### src/assert_macros.svh
// assertion helpers shared by the rtl files
`ifndef ASSERT_MACROS_SVH
`define ASSERT_MACROS_SVH

// condition implies consequence in the same cycle
`define ASSERT_IMPLIES(label, clk, rst, ante, cons, msg) \
   label: assert property (@(posedge clk) disable iff (rst) (ante) |-> (cons)) \
      else $error(msg);

// condition implies consequence in the next cycle
`define ASSERT_NEXT(label, clk, rst, ante, cons, msg) \
   label: assert property (@(posedge clk) disable iff (rst) (ante) |=> (cons)) \
      else $error(msg);

// condition holds at every edge
`define ASSERT_ALWAYS(label, clk, rst, cond, msg) \
   label: assert property (@(posedge clk) disable iff (rst) (cond)) \
      else $error(msg);

`endif

### src/smtc_pkg.sv
package smtc_pkg;

   // defaults for the top level parameters
   localparam int MEM_WORDS_DEF  = 262144;
   localparam int CACHE_SETS_DEF = 256;
   localparam int CACHE_WAYS_DEF = 4;

   // fixed translation and queue sizing
   localparam int TLB_ENTRIES = 128;
   localparam int FRAME_COUNT = 32;
   localparam int QUEUE_DEPTH = 2;

   localparam int LINE_WORDS = 4;
   localparam int TAG_W      = 22;
   localparam int PAGE_W     = 20;
   localparam int PADDR_W    = 31;

   localparam logic [PAGE_W-1:0] TLB_LIMIT = PAGE_W'(TLB_ENTRIES);

   localparam logic [15:0] LFSR_SEED = 16'hACE1;
   localparam logic [15:0] LFSR_TAPS = 16'hB400;

   typedef enum logic [1:0] {
      SEG_KUSEG = 2'd0,
      SEG_KSEG0 = 2'd1,
      SEG_KSEG1 = 2'd2,
      SEG_KSEG2 = 2'd3
   } seg_type;

   typedef enum logic {
      OP_READ  = 1'b0,
      OP_WRITE = 1'b1
   } op_type;

   // segment from the top address bits
   function automatic logic [1:0] decode_segment(input logic [31:0] va);
      logic [1:0] seg;
      if (!va[31]) begin
         seg = SEG_KUSEG;
      end else if (va[30:29] == 2'b00) begin
         seg = SEG_KSEG0;
      end else if (va[30:29] == 2'b01) begin
         seg = SEG_KSEG1;
      end else begin
         seg = SEG_KSEG2;
      end
      return seg;
   endfunction

   // galois lfsr, shift right
   function automatic logic [15:0] lfsr_next(input logic [15:0] l);
      logic [15:0] n;
      n = l >> 1;
      if (l[0]) begin
         n = n ^ LFSR_TAPS;
      end
      return n;
   endfunction

endpackage

### src/smtc_queue.sv
`include "assert_macros.svh"

module smtc_queue import smtc_pkg::*; #(
   parameter int DEPTH = QUEUE_DEPTH,
   parameter type entry_type = logic
) (
   input  logic      clock,
   input  logic      reset,
   input  logic      push_valid,
   output logic      push_ready,
   input  entry_type push_data,
   output logic      pop_valid,
   input  logic      pop_ready,
   output entry_type pop_data
);

   localparam int PW = (DEPTH > 1) ? $clog2(DEPTH) : 1;
   localparam int CW = $clog2(DEPTH + 1);

   entry_type         entries_ff [DEPTH];
   logic [PW-1:0]     head_ff, head_in;
   logic [PW-1:0]     tail_ff, tail_in;
   logic [CW-1:0]     count_ff, count_in;
   logic              do_push, do_pop;

   assign push_ready = count_ff != CW'(DEPTH);
   assign pop_valid  = count_ff != '0;
   assign pop_data   = entries_ff[head_ff];
   assign do_push    = push_valid && push_ready;
   assign do_pop     = pop_valid && pop_ready;

   // pointer and fill count update
   always_comb begin
      head_in  = head_ff;
      tail_in  = tail_ff;
      count_in = count_ff;
      if (do_push) begin
         tail_in = (tail_ff == PW'(DEPTH - 1)) ? '0 : tail_ff + 1'b1;
      end
      if (do_pop) begin
         head_in = (head_ff == PW'(DEPTH - 1)) ? '0 : head_ff + 1'b1;
      end
      if (do_push && !do_pop) begin
         count_in = count_ff + 1'b1;
      end else if (do_pop && !do_push) begin
         count_in = count_ff - 1'b1;
      end
   end

   always_ff @(posedge clock) begin
      if (reset) begin
         head_ff  <= '0;
         tail_ff  <= '0;
         count_ff <= '0;
      end else begin
         head_ff  <= head_in;
         tail_ff  <= tail_in;
         count_ff <= count_in;
      end
      if (do_push) begin
         entries_ff[tail_ff] <= push_data;
      end
   end

   `ASSERT_ALWAYS(a_count_bound, clock, reset, count_ff <= CW'(DEPTH), "queue overfilled")

endmodule

### config.mk
export PLATFORM = sky130hd
export DESIGN_NAME = smtc_queue
export DESIGN_NICKNAME = d
export VERILOG_FILES = /design/src/smtc_pkg.sv /design/src/smtc_queue.sv
export VERILOG_INCLUDE_DIRS = /design/src /design/src/src
export SDC_FILE = /design/constraint.sdc
export NUM_CORES = 1
export LEC_CHECK = 0
export ABC_AREA = 1
export ABC_CLOCK_PERIOD_IN_PS = 2350
export BUFFER_PORTS_ARGS = -buffer_cell sky130_fd_sc_hd__buf_2
export CAP_MARGIN = 25
export CORE_AREA = 2 2 39 41
export DETAILED_ROUTE_END_ITERATION = 8
export DIE_AREA = 0 0 41 43
export PLACE_DENSITY = 0.42
export SETUP_SLACK_MARGIN = 0.05
export SYNTH_ARGS = -nofsm -noshare
export SYNTH_HDL_FRONTEND = slang
export SYNTH_SLANG_ARGS = --single-unit
### constraint.sdc
create_clock -name clock -period 2.35 [get_ports clock]
set_clock_uncertainty 0.2 [all_clocks]
set_input_delay 0.235 -clock clock [delete_from_list [all_inputs] [get_ports clock]]
set_output_delay 0.235 -clock clock [all_outputs]
set_load 0.05 [all_outputs]
==> metrics.md, run 1 <==
| Metric | Value |
|---|---|
| Final worst path period share | `64.8%` |
| Per-instance average area after synthesis | `8.10 µm²` |
| Signal arrival time at the worst endpoint | `1.09 ns` |
| Sequential share of the synthesized area | `49.4%` |
| Type of origin of the critical path | `flop` |
| Total number of nets in the final design | `59` |
| Synthesized-area fraction occupied by and/or/nand/nor cells | `27.4%` |
| Layout area overhead | `28.2%` |
| Number of endpoints failing setup at the final stage | `0` |
| Setup repair after global routing missed its margin | `no` |
| Share of total power in the clock network | `19.3%` |
| Diodes inserted | `0` |
| Post-Syn Instances | `40` |
| TritonRoute pass-1 iters | `2` |
| Setup TNS | `0 ns` |
| Status | `complete, no violations` |
| Maximum VDD drop | `408 µV` |
| Number of core rows | `14` |
| Compound-gate portion of the synthesized area | `6.18%` |
| Number of warnings issued by yosys | `0` |
| Remaining Overflow, GRT | `0` |
| Part of the power in registers | `32.2%` |
| XOR/XNOR share of the synthesized area | `0%` |
| Total power per unit cell area | `1330 nW/µm²` |
| Ports | `8` |
| Number of global-route vias before repair | `223` |
| Remaining antenna violation count | `0` |
| Number of flip-flops and latches in the synthesized netlist | `7` |
| Area of the die | `1760 µm²` |
| Design Area, Final | `415 µm²` |
| Net Switching | `0.000251 W` |
| Clock transition time at the flip-flop clock pins of the worst setup and hold paths | `0.05 ns` |
| Largest family of logic cells by synthesized area | `simple AND/OR/NAND/NOR gates` |
| WL/cell | `8.09 µm` |
| Combined flip-flop and latch cell area | `160 µm²` |
| Clock tree from TritonCTS | `yes` |
| Kind of capture point of the worst setup path | `output pin` |
| Initial antenna violation count | `0` |
| Placed standard-cell area | `379 µm²` |
| Required time at the endpoint of the critical path | `1.91 ns` |
| Clock H-tree levels | `1` |
| Number of buffers on the longest clock path | `2` |
| Worst-case headroom to the max-slew limit | `83.5%` |
| Fraction of synthesized area in multiplexers | `3.47%` |
| DRC | `0` |
| Delay of the slowest cell on the worst path | `0.32 ns` |
| Vertical extent of the die | `43 µm` |
| CP max FO | `1` |
| Net Sw Frac | `45.3%` |
| Internal power | `0.000303 W` |
| Type of the most critical hold path | `in -> reg` |
| Slew Viols, Final | `0` |
| Worst-skew pair later-pin latency | `0.25 ns` |
| Leading cell types in the layout, fill and taps excluded | `nor2_1 (7), buf_2 (7), inv_1 (6), nand2_1 (6), dfxtp_1 (5)` |
| Multi-input gate area | `133 µm²` |
| Drt via density | `3.97` |
| HPWL after detailed placement | `431 µm` |
| First-pass GRT wire length | `876 µm` |
| Slowest CP cell | `mux2_2` |
| Final weighted congestion in routability-driven placement | `0.665` |
| Vias | `270` |
| Fill cells | `164` |
| Final Hold Vio Count | `0` |
| Peak Freq | `0.657 GHz` |
| Maxcap violations | `0` |
| Std-Cell Core Area | `1380 µm²` |
| Worst setup slack for register-to-register paths | `0.83 ns` |
| Routed wire length | `550 µm` |
| Leakage | `0.200 nW` |
| Pin slew with the least headroom to its limit | `0.249 ns` |
| Combinational share of power | `48.5%` |
| Type of the setup path with the least slack | `reg -> out` |
| Maximum number of pins on one net before global-route repair | `6` |
| Crit-path cells | `mux2_2 -> buf_2` |
| Clock root buffer master | `clkbuf_4` |
| Number of port buffers | `7` |
| Synth Area in Adders | `3.86%` |
| Count of different cell masters after synthesis | `15` |
| Min cycle time layout | `1.52 ns` |
| Number of buffers added by the clock tree synthesis step | `3` |
| Fraction of final layout cells with drive strength greater than 1 | `30.8%` |
| GRT Total Usage | `8.27%` |
| Initial core utilization | `23.4%` |
| Violation count after the first detailed-route iteration | `2` |
| Number of clock sinks | `7` |
| Netlist area before placement | `324 µm²` |
| Horiz. Die Dim | `41 µm` |
| Post-Syn Nets | `46` |
| CTS-repair resized insts | `0` |
==> cells by family (layout without fill, tap and decap cells) <==
| logic type | Yosys count | in the layout |
|---|---|---|
| simple gates | 19 | 19 |
| buf+inv | 8 | 20 |
| flops | 7 | 7 |
| compound gates | 4 | 4 |
| fa+ha+maj | 1 | 1 |
| mux | 1 | 1 |
==> final timing paths <==
kind / startpoint / end / cells past startpoint
max: flop / pop_data / 2
min: reset / count_ff[1]$_SDFFE_PP0P_ / 4
max reg2reg: count_ff[0]$_SDFFE_PP0P_ / count_ff[1]$_SDFFE_PP0P_ / 10
min reg2reg: head_ff$_SDFFE_PP0P_ / flop / 2
==> power groups by stage <==
stage                     Combinational [W]  Clock [W]  Sequential (W)
after floorplan                    0.000222          0        0.000178
after global placement             0.000270          0        0.000181
after detailed placement           0.000269          0        0.000181
after CTS                          0.000271   0.000115        0.000179
after global routing               0.000299   0.000120        0.000182
final                              0.000269   0.000107        0.000179
==> layout make-up <==
cell class / count / area share (%)
inverters: 8 / 7.53
flip-flops and latches: 7 / 38.6
repair buffers: 8 / 10.8
clock buffers: 4 / 6.33
well taps: 16 / 4.82
multi-input cells: 25 / 31.9
==> repair_timing <==
action,4_1_cts,5_1_grt
setup buffers,0,0
endpoints found under the hold margin,2,0
endpoints found under the setup margin,0,0
hold buffers,1,0
==> Yosys cell counts <==
cell type	n	area, µm²
nor2_1	7	26.3
inv_1	6	22.5
nand2_1	6	22.5
dfxtp_1	5	100
a21oi_1	2	10.0
edfxtp_1	2	60.1
nand2_2	2	12.5
nand3_1	2	10.0
o21ai_0	2	10.0
clkinv_2	1	5.00
ha_1	1	12.5
inv_2	1	3.75
mux2_2	1	11.3
nand2_4	1	11.3
nand4_1	1	6.26
==> per-stage QoR <==
| stage | instances | setup slack (ns) | hold slack, ns | utilization (%) | power (W) |
|---|---|---|---|---|---|
| 3_5_place_dp | 63 | 0.835 | 0.231 | 27.4 | 0.000450 |
| 4_1_cts | 68 | 0.811 | 0.0692 | 30.0 | 0.000565 |
| 5_1_grt | 68 | 0.716 | 0.0941 | 30.0 | 0.000601 |
| 3_3_place_gp | 63 | 0.832 | 0.234 | 27.4 | 0.000451 |
| 6_report | 68 | 0.827 | 0.0704 | 30.0 | 0.000554 |
| 2_1_floorplan | 40 | 0.724 | 0.134 | - | 0.000400 |
==> worst max-delay path: cells and delay by family, from the launching register on <==
family / cells / cell delay, ns
flops: 1 / 0.31
mux: 1 / 0.32
buf+inv: 1 / 0.21
==> layer usage <==
metal  vias to the layer above  part of all wire [%]  track usage [%]
li1                        149                     -                -
met1                       114                    42             8.47
met2                         5                    49             10.0
met3                         2                   6.2             7.85
met4                         0                   2.5             6.00
met5                         -                     0                0
No activity file was read; power rests on OpenSTA's default activity.
==> run 2, diff against run 1 <==
--- a/config.mk
+++ b/config.mk
@@ -7,7 +7,7 @@
 export NUM_CORES = 1
 export LEC_CHECK = 0
 export ABC_AREA = 1
-export ABC_CLOCK_PERIOD_IN_PS = 2350
+export ABC_CLOCK_PERIOD_IN_PS = 1600
 export BUFFER_PORTS_ARGS = -buffer_cell sky130_fd_sc_hd__buf_2
 export CAP_MARGIN = 25
 export CORE_AREA = 2 2 39 41
==> constraint.sdc (replaced) <==
create_clock -name clock -period 1.6 [get_ports clock]
set_clock_uncertainty 0.2 [all_clocks]
set_input_delay 0.16 -clock clock [delete_from_list [all_inputs] [get_ports clock]]
set_output_delay 0.16 -clock clock [all_outputs]
set_load 0.05 [all_outputs]
==> metrics.md, run 2 (synthesized netlist as in run 1, its figures left out) <==
| Metric | Value |
|---|---|
| Status | `complete, no violations` |
| Required time at the endpoint of the critical path | `1.24 ns` |
| Cell class contributing the biggest share of worst-path delay | `flip-flops` |
| Final core utilization | `34.7%` |
| Number of clock sinks | `7` |
| Net Switching | `0.000427 W` |
| Initial antenna violation count | `0` |
| Crit-path cells | `mux2_2 -> buf_2` |
| Clock H-tree levels | `1` |
| Horiz. Die Dim | `41 µm` |
| Initial core utilization | `23.4%` |
| Min cycle time layout | `1.46 ns` |
| Number of global-route vias before repair | `265` |
| Internal power | `0.000520 W` |
| Combined flip-flop and latch cell area | `165 µm²` |
| Maxcap violations | `0` |
| DRC | `0` |
| Number of buffers added by the clock tree synthesis step | `3` |
| Kind of capture point of the worst setup path | `output pin` |
| Clock transition time at the flip-flop clock pins of the worst setup and hold paths | `0.05 ns` |
| TritonRoute pass-1 iters | `4` |
| Violation count after the first detailed-route iteration | `8` |
| Fraction of final layout cells with drive strength greater than 1 | `38.2%` |
| Number of endpoints failing setup at the final stage | `0` |
| Combinational share of power | `52.7%` |
| Final worst path period share | `91.0%` |
| Signal arrival time at the worst endpoint | `1.10 ns` |
| Setup repair after global routing missed its margin | `no` |
| Leading cell types in the layout, fill and taps excluded | `nor2_1 (7), buf_2 (7), inv_1 (6), nand2_1 (6)` |
| Clock root buffer master | `clkbuf_4` |
| Setup TNS | `0 ns` |
| Drt via density | `4.07` |
| Std-Cell Core Area | `1380 µm²` |
| Number of core rows | `14` |
| Vertical extent of the die | `43 µm` |
| Diodes inserted | `0` |
| Layout area overhead | `48.3%` |
| Remaining Overflow, GRT | `0` |
| Vias | `289` |
| Final Hold Vio Count | `0` |
| Maximum number of pins on one net before global-route repair | `5` |
| Ports | `8` |
| Final weighted congestion in routability-driven placement | `0.706` |
| Fill cells | `150` |
| Post-Layout Cell Count | `71` |
| Part of the power in registers | `30.5%` |
| Routed wire length | `623 µm` |
| Delay of the slowest cell on the worst path | `0.32 ns` |
| WL/cell | `8.77 µm` |
| Total number of nets in the final design | `62` |
| GRT Total Usage | `9.84%` |
| Area of the die | `1760 µm²` |
| Peak Freq | `0.687 GHz` |
| Total power per unit cell area | `1970 nW/µm²` |
| Multi-input gate area | `164 µm²` |
| Clock tree from TritonCTS | `yes` |
| Pin slew with the least headroom to its limit | `0.249 ns` |
| Worst-skew pair later-pin latency | `0.25 ns` |
| First-pass GRT wire length | `1.15 mm` |
| HPWL after detailed placement | `437 µm` |
| Number of port buffers | `7` |
| Slew Viols, Final | `0` |
| Leakage | `0.219 nW` |
| Remaining antenna violation count | `0` |
| Type of the setup path with the least slack | `reg -> out` |
| Placed instance count | `63` |
| Maximum VDD drop | `799 µV` |
| Number of buffers on the longest clock path | `2` |
| Type of the most critical hold path | `in -> reg` |
| Slowest CP cell | `dfxtp_1` |
| CP max FO | `1` |
| Critical path buffer and inverter count | `1` |
| Net Sw Frac | `45.1%` |
| Worst-case headroom to the max-slew limit | `83.5%` |
| Share of total power in the clock network | `16.9%` |
| Type of origin of the critical path | `flop` |
[run 2: cell types whose count changed in the layout (fill, tap and decap cells not counted), sizes merged]
cell | previous run | this run
clkinv | 1 | 0
dlygate4sd3 | 1 | 2
buf | 7 | 9
inv | 7 | 8
[run 2: per-layer routing]
layer  global-route usage [%]  up-vias  part of all wire (%)
li1                         -      158                     -
met1                     15.0      120                    48
met2                     11.6       11                    43
met3                     7.85        0                   8.5
met4                        0        0                     0
met5                        0        -                     0
[run 2: final timing paths]
| path | start | end | slack, ns | depth (start not counted) |
|---|---|---|---|---|
| max reg2reg | count_ff[1]$_SDFFE_PP0P_ | count_ff[1]$_SDFFE_PP0P_ | 0.16 | 9 |
| min reg2reg | head_ff$_SDFFE_PP0P_ | head_ff$_SDFFE_PP0P_ | 0.30 | 2 |
| max | flop | pop_data | 0.14 | 2 |
| min | pop_ready | head_ff$_SDFFE_PP0P_ | 0.005 | 3 |
[run 2: area by class of cell]
| type | count | area share [%] |
|---|---|---|
| sequential | 7 | 34.4 |
| multi-input combinational | 25 | 34.1 |
| timing repair buffer | 11 | 14.6 |
| inverter | 8 | 7.29 |
| clock buffer | 4 | 5.47 |
| tap | 16 | 4.17 |
[run 2: per-stage QoR]
stage	hold slack, ns	cell area (µm²)	worst slack (ns)	total power, W
2_1_floorplan	0.0589	344	0.0531	0.000640
3_3_place_gp	0.157	399	0.0521	0.000719
3_5_place_dp	0.160	399	0.0408	0.000716
4_1_cts	0.00241	455	0.0580	0.000909
5_1_grt	0.0319	480	0.0540	0.00103
6_report	0.00458	480	0.144	0.000947
[run 2: timing repair]
item / in CTS / in global routing
setup endpoints to repair: 1 / 2
hold buffers: 2 / 0
endpoints found under the hold margin: 3 / 0
setup buffers: 1 / 1
resized for setup: 1 / 4
[run 2: worst min-delay path, delay by kind of cell]
kind / cells / cell delay [ns]
and+or+nand+nor: 1 / 0.09
buffers and inverters: 1 / 0.10
AOI/OAI and AO/OA: 1 / 0.07
[run 2: power groups by stage]
| stage | sequential, W | clock, W | combinational (W) |
|---|---|---|---|
| floorplan | 0.000275 | 0 | 0.000364 |
| finish | 0.000288 | 0.000160 | 0.000498 |
| global placement | 0.000284 | 0 | 0.000435 |
| detailed placement | 0.000281 | 0 | 0.000435 |
| global route | 0.000297 | 0.000179 | 0.000555 |
| CTS | 0.000282 | 0.000169 | 0.000458 |
